`config.mk`:
```
export PLATFORM = sky130hd
export DESIGN_NAME = datetime_string_parser_unit
export DESIGN_NICKNAME = d
export VERILOG_FILES = /design/src/dtsp_pkg.sv /design/src/datetime_string_parser_unit.sv
export SDC_FILE = /design/constraint.sdc
export NUM_CORES = 1
export LEC_CHECK = 0
export BUFFER_PORTS_ARGS = -buffer_cell sky130_fd_sc_hd__buf_2
export CORE_ASPECT_RATIO = 1.5
export CORE_UTILIZATION = 38
export CTS_BUF_LIST = sky130_fd_sc_hd__clkbuf_8
export DETAILED_ROUTE_END_ITERATION = 8
export PLACE_DENSITY_LB_ADDON = 0.1
export SLEW_MARGIN = 5
export SYNTH_ARGS = -nofsm -noshare
export SYNTH_HDL_FRONTEND = slang
export SYNTH_SLANG_ARGS = --single-unit
```
`constraint.sdc`:
```
create_clock -name aclk -period 6.1 [get_ports aclk]
set_input_delay 0.915 -clock aclk [delete_from_list [all_inputs] [get_ports aclk]]
set_output_delay 0.915 -clock aclk [all_outputs]
set_load 0.1 [all_outputs]
```
`src/dtsp_pkg.sv`:
```
// Package for the date-time text parser.
// Holds the text layout constants, the result record and the month length table.
// No dependencies.
`default_nettype none

package dtsp_pkg;

    localparam int unsigned MSG_LEN   = 17;
    localparam int unsigned POS_W     = 5;
    localparam int unsigned FIELD_W   = 6;
    localparam int unsigned NUM_FIELDS = 6;
    localparam int unsigned IDX_W     = 3;

    localparam logic [POS_W-1:0] POS_LAST = POS_W'(MSG_LEN);

    // Separator offsets within the text
    localparam logic [POS_W-1:0] POS_DASH_A  = 5'd2;
    localparam logic [POS_W-1:0] POS_DASH_B  = 5'd5;
    localparam logic [POS_W-1:0] POS_SPACE   = 5'd8;
    localparam logic [POS_W-1:0] POS_COLON_A = 5'd11;
    localparam logic [POS_W-1:0] POS_COLON_B = 5'd14;

    localparam logic [7:0] CHAR_DASH  = 8'h2D;
    localparam logic [7:0] CHAR_SPACE = 8'h20;
    localparam logic [7:0] CHAR_COLON = 8'h3A;
    localparam logic [7:0] CHAR_ZERO  = 8'h30;

    localparam logic [FIELD_W-1:0] MAX_PAIR   = 6'd59;
    localparam logic [FIELD_W-1:0] MAX_MONTH  = 6'd12;
    localparam logic [FIELD_W-1:0] MAX_HOUR   = 6'd23;
    localparam logic [FIELD_W-1:0] MONTH_FEB  = 6'd2;
    localparam logic [FIELD_W-1:0] LEAP_FEB   = 6'd29;

    localparam logic [IDX_W-1:0] IDX_YEAR   = 3'd0;
    localparam logic [IDX_W-1:0] IDX_MONTH  = 3'd1;
    localparam logic [IDX_W-1:0] IDX_DAY    = 3'd2;
    localparam logic [IDX_W-1:0] IDX_HOUR   = 3'd3;
    localparam logic [IDX_W-1:0] IDX_MINUTE = 3'd4;
    localparam logic [IDX_W-1:0] IDX_SECOND = 3'd5;

    typedef struct packed {
        logic               valid_res;
        logic [5:0]         year;
        logic [3:0]         month;
        logic [5:0]         day;
        logic [5:0]         hour;
        logic [5:0]         minute;
        logic [5:0]         second;
    } result_t;

    // Days in a non-leap month; index 0 and codes above 12 are never used as valid
    function automatic logic [FIELD_W-1:0] month_days(input logic [3:0] mo);
        logic [FIELD_W-1:0] d;
        case (mo)
            4'd1:    d = 6'd31;
            4'd2:    d = 6'd28;
            4'd3:    d = 6'd31;
            4'd4:    d = 6'd30;
            4'd5:    d = 6'd31;
            4'd6:    d = 6'd30;
            4'd7:    d = 6'd31;
            4'd8:    d = 6'd31;
            4'd9:    d = 6'd30;
            4'd10:   d = 6'd31;
            4'd11:   d = 6'd30;
            4'd12:   d = 6'd31;
            default: d = 6'd0;
        endcase
        return d;
    endfunction

endpackage

`default_nettype wire

```
`src/datetime_string_parser_unit.sv`:
```
// Top level of the date-time text parser: character scanner, pair conversion,
// final range checks and a two-deep result buffer. Depends on dtsp_pkg.
`default_nettype none

// Parses "YY-MM-DD hh:mm:ss" text arriving one character per input transfer.
// The input sustains one transfer per clock while it is not stalled;
// separators and digit pairs are checked as they arrive, and on the
// character flagged end_of_text one result is registered on the next edge.
// The result side holds an output register plus one skid entry, so input
// keeps flowing while a result waits; input stalls only when both entries
// are occupied. An invalid message returns valid_res low with all fields
// zero. Per-message state clears after the final character.
module datetime_string_parser_unit (
    input  wire logic       aclk,
    input  wire logic       aresetn,

    input  wire logic       s_valid,
    output logic            s_ready,
    input  wire logic [7:0] s_char_in,
    input  wire logic       s_end_of_text,

    output logic            m_valid,
    input  wire logic       m_ready,
    output logic            m_valid_res,
    output logic [5:0]      m_year,
    output logic [3:0]      m_month,
    output logic [5:0]      m_day,
    output logic [5:0]      m_hour,
    output logic [5:0]      m_minute,
    output logic [5:0]      m_second
);

    localparam int unsigned POS_W   = dtsp_pkg::POS_W;
    localparam int unsigned FIELD_W = dtsp_pkg::FIELD_W;
    localparam int unsigned IDX_W   = dtsp_pkg::IDX_W;

    logic [POS_W-1:0]   char_position_reg, char_position_next;
    logic               too_long_reg, too_long_next;
    logic               error_seen_reg, error_seen_next;
    logic [7:0]         tens_char_reg, tens_char_next;
    logic [FIELD_W-1:0] field_values_reg  [dtsp_pkg::NUM_FIELDS];
    logic [FIELD_W-1:0] field_values_next [dtsp_pkg::NUM_FIELDS];

    logic               main_valid_reg, skid_valid_reg;
    dtsp_pkg::result_t  main_res_reg, skid_res_reg;
    dtsp_pkg::result_t  new_res;

    logic               s_fire, m_fire, push;

    // Pair conversion
    logic [7:0]         tens_digit, units_digit;
    logic signed [11:0] tens_ext, units_ext, pair_sum;
    logic               pair_ok;
    logic [IDX_W-1:0]   unit_idx;

    assign s_ready = !skid_valid_reg;
    assign s_fire  = s_valid && s_ready;
    assign m_fire  = main_valid_reg && m_ready;
    assign push    = s_fire && s_end_of_text;

    assign tens_digit  = tens_char_reg - dtsp_pkg::CHAR_ZERO;
    assign units_digit = s_char_in - dtsp_pkg::CHAR_ZERO;
    assign tens_ext    = {{4{tens_digit[7]}}, tens_digit};
    assign units_ext   = {{4{units_digit[7]}}, units_digit};
    assign pair_sum    = tens_ext * 12'sd10 + units_ext;
    assign pair_ok     = !pair_sum[11] && (pair_sum[10:0] <= 11'(dtsp_pkg::MAX_PAIR));

    // Which field a units character at this offset completes
    always_comb begin
        case (char_position_reg)
            5'd1:    unit_idx = dtsp_pkg::IDX_YEAR;
            5'd4:    unit_idx = dtsp_pkg::IDX_MONTH;
            5'd7:    unit_idx = dtsp_pkg::IDX_DAY;
            5'd10:   unit_idx = dtsp_pkg::IDX_HOUR;
            5'd13:   unit_idx = dtsp_pkg::IDX_MINUTE;
            default: unit_idx = dtsp_pkg::IDX_SECOND;
        endcase
    end

    // Scanner next state for the character being transferred
    always_comb begin
        char_position_next = char_position_reg;
        too_long_next      = too_long_reg;
        error_seen_next    = error_seen_reg;
        tens_char_next     = tens_char_reg;
        field_values_next  = field_values_reg;

        if (char_position_reg >= dtsp_pkg::POS_LAST) begin
            too_long_next = 1'b1;
        end else begin
            case (char_position_reg)
                dtsp_pkg::POS_DASH_A, dtsp_pkg::POS_DASH_B: begin
                    if (s_char_in != dtsp_pkg::CHAR_DASH) error_seen_next = 1'b1;
                end
                dtsp_pkg::POS_SPACE: begin
                    if (s_char_in != dtsp_pkg::CHAR_SPACE) error_seen_next = 1'b1;
                end
                dtsp_pkg::POS_COLON_A, dtsp_pkg::POS_COLON_B: begin
                    if (s_char_in != dtsp_pkg::CHAR_COLON) error_seen_next = 1'b1;
                end
                5'd0, 5'd3, 5'd6, 5'd9, 5'd12, 5'd15: begin
                    tens_char_next = s_char_in;
                end
                default: begin
                    if (pair_ok) field_values_next[unit_idx] = pair_sum[FIELD_W-1:0];
                    else         error_seen_next = 1'b1;
                end
            endcase
            char_position_next = char_position_reg + 5'd1;
        end
    end

    // Final checks on the state as it stands after this character
    always_comb begin
        logic [FIELD_W-1:0] yy, mo, dd, hh, mi, ss, lim;
        logic               ok;
        yy  = field_values_next[dtsp_pkg::IDX_YEAR];
        mo  = field_values_next[dtsp_pkg::IDX_MONTH];
        dd  = field_values_next[dtsp_pkg::IDX_DAY];
        hh  = field_values_next[dtsp_pkg::IDX_HOUR];
        mi  = field_values_next[dtsp_pkg::IDX_MINUTE];
        ss  = field_values_next[dtsp_pkg::IDX_SECOND];
        lim = dtsp_pkg::month_days(mo[3:0]);
        // 2000 is a multiple of four, so only the two-digit year matters
        if (mo == dtsp_pkg::MONTH_FEB && yy[1:0] == 2'd0) lim = dtsp_pkg::LEAP_FEB;

        ok = !error_seen_next && !too_long_next
             && (char_position_next == dtsp_pkg::POS_LAST)
             && (mo != '0) && (mo <= dtsp_pkg::MAX_MONTH)
             && (dd != '0) && (dd <= lim)
             && (hh <= dtsp_pkg::MAX_HOUR)
             && (mi <= dtsp_pkg::MAX_PAIR) && (ss <= dtsp_pkg::MAX_PAIR);

        new_res.valid_res = ok;
        new_res.year      = ok ? yy       : '0;
        new_res.month     = ok ? mo[3:0]  : '0;
        new_res.day       = ok ? dd       : '0;
        new_res.hour      = ok ? hh       : '0;
        new_res.minute    = ok ? mi       : '0;
        new_res.second    = ok ? ss       : '0;
    end

    always_ff @(posedge aclk) begin
        if (!aresetn) begin
            char_position_reg <= '0;
            too_long_reg      <= 1'b0;
            error_seen_reg    <= 1'b0;
            tens_char_reg     <= '0;
            for (int i = 0; i < dtsp_pkg::NUM_FIELDS; i++) field_values_reg[i] <= '0;
        end else if (s_fire) begin
            if (s_end_of_text) begin
                char_position_reg <= '0;
                too_long_reg      <= 1'b0;
                error_seen_reg    <= 1'b0;
                tens_char_reg     <= '0;
                for (int i = 0; i < dtsp_pkg::NUM_FIELDS; i++) field_values_reg[i] <= '0;
            end else begin
                char_position_reg <= char_position_next;
                too_long_reg      <= too_long_next;
                error_seen_reg    <= error_seen_next;
                tens_char_reg     <= tens_char_next;
                field_values_reg  <= field_values_next;
            end
        end
    end

    // Output register with one skid entry behind it
    always_ff @(posedge aclk) begin
        if (!aresetn) begin
            main_valid_reg <= 1'b0;
            skid_valid_reg <= 1'b0;
        end else if (!main_valid_reg || m_fire) begin
            if (skid_valid_reg) begin
                main_valid_reg <= 1'b1;
                main_res_reg   <= skid_res_reg;
                skid_valid_reg <= 1'b0;
            end else if (push) begin
                main_valid_reg <= 1'b1;
                main_res_reg   <= new_res;
            end else begin
                main_valid_reg <= 1'b0;
            end
        end else if (push) begin
            skid_valid_reg <= 1'b1;
            skid_res_reg   <= new_res;
        end
    end

    assign m_valid     = main_valid_reg;
    assign m_valid_res = main_res_reg.valid_res;
    assign m_year      = main_res_reg.year;
    assign m_month     = main_res_reg.month;
    assign m_day       = main_res_reg.day;
    assign m_hour      = main_res_reg.hour;
    assign m_minute    = main_res_reg.minute;
    assign m_second    = main_res_reg.second;

    a_skid_behind_main: assert property (@(posedge aclk) disable iff (!aresetn)
        skid_valid_reg |-> main_valid_reg)
        else $error("skid entry holds a result while the output register is empty");

    a_position_bound: assert property (@(posedge aclk) disable iff (!aresetn)
        char_position_reg <= dtsp_pkg::POS_LAST)
        else $error("character position ran past the message length");

    a_too_long_at_end: assert property (@(posedge aclk) disable iff (!aresetn)
        too_long_reg |-> (char_position_reg == dtsp_pkg::POS_LAST))
        else $error("overlong flag set before the full length was seen");

    a_clear_after_last: assert property (@(posedge aclk) disable iff (!aresetn)
        (s_fire && s_end_of_text) |=> (char_position_reg == '0 && !error_seen_reg))
        else $error("message state not cleared after the final character");

    a_result_lands: assert property (@(posedge aclk) disable iff (!aresetn)
        (s_fire && s_end_of_text) |=> main_valid_reg)
        else $error("final character transfer produced no result");

endmodule

`default_nettype wire

```
==> impl_metrics.csv, run 1 <==
group,metric,value,unit
place,place_area,0.00780,mm²
sta,slew_violations,0,
floorplan,die_y,168,µm
grt,grt_pass1_vias,5963,
yosys,ys_ff_latch,123,
sta,setup_violations,21,
yosys,synth_top_cell_area_share,30.0,%
yosys,synth_ff_type,"edfxtp_1",
final_layout,largest_register_ffs,36,
sta,finClkSkew,0.0135,ns
critical_path,cp_data_arrival_time,6.41,ns
place,port_buffers,49,
floorplan,core_area,0.0180,mm²
critical_path,worst_path_most_repeated_cell,"buf_6",
yosys,synth_area,0.00700,mm²
route,drtIter0Drc,339,
sta,slew_headroom,39.0,%
route,avgRoutedWirePerCell,18.7,µm
final_layout,num-fill-cells,1679,
floorplan,die_area,0.0190,mm²
yosys,synth_cells,731,
place,dp_cells,1011,
critical_path,cp-start-kind,"flop",
route,dr.pass1.iters,4,
final_layout,n_antenna_cell,0,
critical_path,crit_family,"compound AO/OA/AOI/OAI gates",
power,p_leak,3.30,nW
critical_path,crit_path_end_kind,"flop",
job,maxCapViolCount,0,
place,dp_hpwl,13500,µm
yosys,synth_common_cells,"nor2_1 (106), edfxtp_1 (70), nand2_1 (67), dfxtp_1 (53)",
yosys,async_flop_share,0,%
route,ant_nets,0,
yosys,synth_cell_types,69,
floorplan,rows,60,
final_layout,finalInstanceArea,0.00926,mm²
place,dpl_worst_slack,-0.187,ns
min_path,min-delay-path-class,"reg -> reg",
yosys,synth_top_area_cell,"edfxtp_1",
status,status,"complete, but fails checks",
yosys,synth_edf_count,70,
sta,finalHoldViolCount,0,
grt,antenna_found_initial,0,
power,powerDensity,245,mW/mm²
clock_network,cts_buffer_depth,2,
final_layout,area_growth,32.3,%
yosys,syn_avg_cell_area,9.57,µm²
yosys,yosysMostFrequentCell,"nor2_1",
clock_network,ctsRootBufferMaster,"clkbuf_8",
power,ir_worst_vdd,0.000106,V
floorplan,dieWidth,113,µm
sta,worstMarginPinSlew,0.908,ns
route,wl,19900,µm
power,total_power,2.27,mW
status,violations,"setup timing",
clock_network,clk_pin_slew_worst_paths,0.08,ns
route,drc,0,
floorplan,io_pins,50,
sta,fin_ws,-0.0337,ns
yosys,yosysWarnings,0,
sta,rsz0062_at_grt,"true",
clock_network,clock_sinks,123,
final_layout,final_cells,1064,
final_layout,drive_above_1_share,34.4,%
critical_path,worst-path-buf-inv,8,
grt,grt_pass1_wl,30300,µm
clock_network,cts_buffers,17,
sta,min_period,6.13,ns
clock_network,clock_latency,0.45,ns
critical_path,crit_fanout,6,
critical_path,required,6.38,ns
grt,grt-ovfl-total,0,
critical_path,max_stage_delay,0.37,ns
clock_network,hold_buffers,0,
yosys,synthTopCellsByArea,"edfxtp_1 (30%), dfxtp_1 (15%), ha_1 (5.9%)",
yosys,yosysSeqAreaShare,45.2,%
critical_path,worstSetupPathType,"reg -> reg",
final_layout,fin_nets,883,
floorplan,initial_core_util,38.8,%
route,via_per_inst,5.62,
clock_network,cts_tree,"yes",
place,place_congestion,0.892,
route,num_vias,5976,
grt,grt_max_degree,71,
critical_path,critPathSlowestCell,"dfxtp_4",
sta,finalCritPeriodShare,101,%
grt,track_usage,20.8,%
final_layout,final_core_util,51.4,%
clock_network,cts-htree-levels,4,
sta,timing.fmax,163,MHz
## cells by family (layout without fill, tap and decap cells)
group | after synthesis | in the layout | share of synthesized area (%)
AND/OR/NAND/NOR | 262 | 262 | 17.8
AO/OA/AOI/OAI | 183 | 183 | 18.2
flip-flops | 123 | 123 | 45.2
buffers and inverters | 70 | 185 | 4.20
multiplexers | 42 | 42 | 6.11
adder cells (fa/ha/maj) | 35 | 35 | 6.47
XOR/XNOR | 15 | 15 | 1.98
other | 1 | 2 | 0.0536
## stage by stage
| stage | hold slack (ns) | setup TNS [ns] |
|---|---|---|
| floorplan | 0.429 | 0 |
| global placement | 0.442 | -1.75 |
| detailed placement | 0.445 | -7.37 |
| CTS | 0.456 | -5.33 |
| global route | 0.481 | -18.71 |
| finish | 0.454 | -0.299 |
## what timing repair did
| item | CTS | global route |
|---|---|---|
| pin swaps | 15 | 36 |
| buffers inserted | 11 | 6 |
| endpoints found under the setup margin | 65 | 66 |
| gates resized for setup | 55 | 105 |
| cloned | 3 | 2 |
## power breakdown
part           switching [mW]  total, mW  internal, mW
sequential            0.00650      0.886         0.880
clock                   0.349      0.794         0.445
combinational           0.349      0.591         0.242
## placed cells by master (no fill, tap or decap), types with 7 or more instances in the layout
cell type,n
nor2_1,78
edfxtp_1,70
nand2_1,67
buf_4,63
buf_2,49
dfxtp_1,46
a22oi_1,36
mux2i_1,32
a21oi_1,30
nor2_2,22
inv_1,20
o31ai_2,20
clkbuf_8,17
o21ai_0,15
ha_1,15
ha_4,14
nand3_1,11
nor2b_1,11
buf_6,10
and3_1,9
o31ai_1,9
xnor2_1,8
nand4_1,7
nand2b_1,7
nor3_1,7
## metal layers
layer	GRT usage, %	wire length, µm	vias up
li1	-	-	2896
met1	21.3	7390	2907
met2	40.0	11300	134
met3	3.24	566	39
met4	10.6	672	0
met5	0	0	-
## layout make-up
cell class,instances,area [µm²],area share (%)
Tap cell,217,272,2.93
Multi-Input combinational cell,539,4270,46.1
Clock inverter,14,198,2.14
Timing Repair Buffer,130,1010,10.9
Clock buffer,17,234,2.53
Sequential cell,123,3180,34.3
Inverter,24,92.6,1.00
## worst paths after layout
| kind | from | to | slack (ns) | cells past startpoint |
|---|---|---|---|---|
| setup reg to reg | tens_char_reg[4]$_SDFFE_PN0P_ | m_year[4]$_DFFE_PP_ | -0.03 | 32 |
| hold / removal | field_values_reg[32]$_SDFFE_PN0P_ | field_values_reg[32]$_SDFFE_PN0P_ | 0.45 | 2 |
| hold reg to reg | field_values_reg[32]$_SDFFE_PN0P_ | field_values_reg[32]$_SDFFE_PN0P_ | 0.45 | 2 |
| setup / recovery | tens_char_reg[4]$_SDFFE_PN0P_ | m_year[4]$_DFFE_PP_ | -0.03 | 32 |
## tightest hold or removal path, stage by stage (launching register included)
cell,delay [ns]
dfxtp_1,0.31
nand2_1,0.05
a21oi_1,0.05
No activity file was read; power rests on OpenSTA's default activity.
==> run 2, diff against run 1 <==
SETUP_SLACK_MARGIN = 0.02   (was default)
==> run 2 against run 1 <==
The run still ends with setup timing left; non-clock buffer count rose by 1; via count fell by 0.44%; cell count rose by 0.19%; combinational power fell by 7.8%; worst setup slack got worse by 0.14 ns; core utilization fell by 0.71 points; critical path type unchanged; largest cell class unchanged; highest routed layer unchanged.
==> impl_metrics.csv, run 2 (same netlist as run 1, synthesis figures left out) <==
group,metric,value,unit
sta,timing.fmax,159,MHz
sta,fin_ws,-0.172,ns
critical_path,cp_data_arrival_time,6.58,ns
route,avgRoutedWirePerCell,18.8,µm
critical_path,max_stage_delay,0.35,ns
final_layout,n_antenna_cell,0,
grt,grt-ovfl-total,0,
grt,grt_pass1_vias,5855,
sta,slew_headroom,40.2,%
grt,grt_pass1_wl,30400,µm
place,dp_hpwl,13500,µm
status,violations,"setup timing",
sta,setup_violations,55,
route,wl,20100,µm
floorplan,rows,60,
grt,antenna_found_initial,0,
power,ir_worst_vdd,0.000106,V
final_layout,final_cells,1066,
critical_path,crit_fanout,14,
clock_network,cts_tree,"yes",
sta,rsz0062_at_grt,"true",
power,p_leak,3.25,nW
clock_network,clk_pin_slew_worst_paths,0.08,ns
sta,finalHoldViolCount,0,
place,port_buffers,49,
critical_path,worstSetupPathType,"reg -> reg",
final_layout,fin_nets,884,
sta,worstMarginPinSlew,0.890,ns
final_layout,area_growth,30.5,%
route,drtIter0Drc,312,
critical_path,crit_path_end_kind,"flop",
status,status,"complete, but fails checks",
clock_network,cts_buffers,17,
min_path,min-delay-path-class,"reg -> reg",
final_layout,final_cell_mix,"nor2_1 (81), edfxtp_1 (70), nand2_1 (67), buf_4 (65)",
floorplan,dieWidth,113,µm
sta,tns,-5.87,ns
floorplan,die_area,0.0190,mm²
route,num_vias,5950,
sta,finClkSkew,0.0151,ns
floorplan,io_pins,50,
critical_path,critPathSlowestCell,"dfxtp_2",
floorplan,die_y,168,µm
clock_network,clock_sinks,123,
clock_network,ctsRootBufferMaster,"clkbuf_8",
route,ant_nets,0,
clock_network,cts-htree-levels,4,
final_layout,num-fill-cells,1627,
critical_path,required,6.40,ns
place,dp_cells,1007,
critical_path,cp-start-kind,"flop",
final_layout,final_common_cell,"nor2_1",
floorplan,initial_core_util,38.8,%
power,powerDensity,233,mW/mm²
route,dr.pass1.iters,4,
final_layout,largest_register_ffs,36,
floorplan,core_area,0.0180,mm²
place,place_congestion,0.886,
grt,grt_max_degree,71,
route,via_per_inst,5.58,
clock_network,cts_buffer_depth,2,
clock_network,clock_latency,0.45,ns
job,maxCapViolCount,0,
sta,min_period,6.27,ns
grt,track_usage,21.0,%
route,drc,0,
sta,slew_violations,0,
sta,finalCritPeriodShare,103,%
final_layout,drive_above_1_share,32.2,%
[run 2: power by group]
part	switching, mW	internal (mW)
clock network	0.367	0.327
registers	0.00535	0.880
logic	0.325	0.220
[run 2: layout make-up]
cell class,instances,area (µm²),share of cell area (%)
multi-input combinational,539,4190,45.9
sequential,123,3170,34.7
timing repair buffer,131,1030,11.3
tap,217,272,2.97
clock buffer,17,234,2.56
clock inverter,15,140,1.53
inverter,24,90.1,0.987
[run 2: worst paths after layout]
| kind | start | to | slack, ns | cells past startpoint |
|---|---|---|---|---|
| min | field_values_reg[32]$_SDFFE_PN0P_ | field_values_reg[32]$_SDFFE_PN0P_ | 0.46 | 2 |
| min reg2reg | field_values_reg[32]$_SDFFE_PN0P_ | field_values_reg[32]$_SDFFE_PN0P_ | 0.46 | 2 |
| max reg2reg | tens_char_reg[4]$_SDFFE_PN0P_ | skid_res_reg[10]$_DFFE_PP_ | -0.17 | 35 |
| max | tens_char_reg[4]$_SDFFE_PN0P_ | skid_res_reg[10]$_DFFE_PP_ | -0.17 | 35 |
[run 2: metal layers]
metal / wire length [µm] / global-route usage [%] / up-vias
met3: 539 / 3.60 / 34
met4: 503 / 8.81 / 0
met2: 11300 / 41.0 / 117
li1: - / - / 2897
met1: 7720 / 21.5 / 2902
met5: 0 / 0 / -
[run 2: repair_timing]
| action | CTS | global route |
|---|---|---|
| hold endpoints to repair | 0 | 0 |
| gates resized for setup | 59 | 84 |
| buffers inserted | 16 | 5 |
| setup endpoints to repair | 66 | 66 |
| hold buffers | 0 | 0 |
| gates cloned | 3 | 3 |
| pin swaps | 17 | 26 |
[run 2: critical path: cells and delay by family, from the launching register on]
family	cells	cell delay (ns)
AOI/OAI and AO/OA	10	1.52
xor gates and xnor gates	2	0.34
adders and majority gates	5	1.29
buffers and inverters	7	1.01
DFF	1	0.35
muxes	1	0.17
and+or+nand+nor	10	1.41
[run 2: metrics by stage]
| stage | total power, mW | instance area [µm²] | setup WS [ns] | hold WS [ns] | util (%) |
|---|---|---|---|---|---|
| final | 2.12 | 9130 | -0.172 | 0.460 | 50.7 |
| after global routing | 2.21 | 9130 | -0.500 | 0.468 | 50.7 |
| after CTS | 2.14 | 8690 | -0.0616 | 0.460 | 48.2 |
| after detailed placement | 1.37 | 7780 | -0.282 | 0.450 | 43.2 |
| after global placement | 1.36 | 7780 | -0.0991 | 0.440 | 43.2 |
| after floorplan | 1.22 | 7040 | 0.0457 | 0.429 | - |
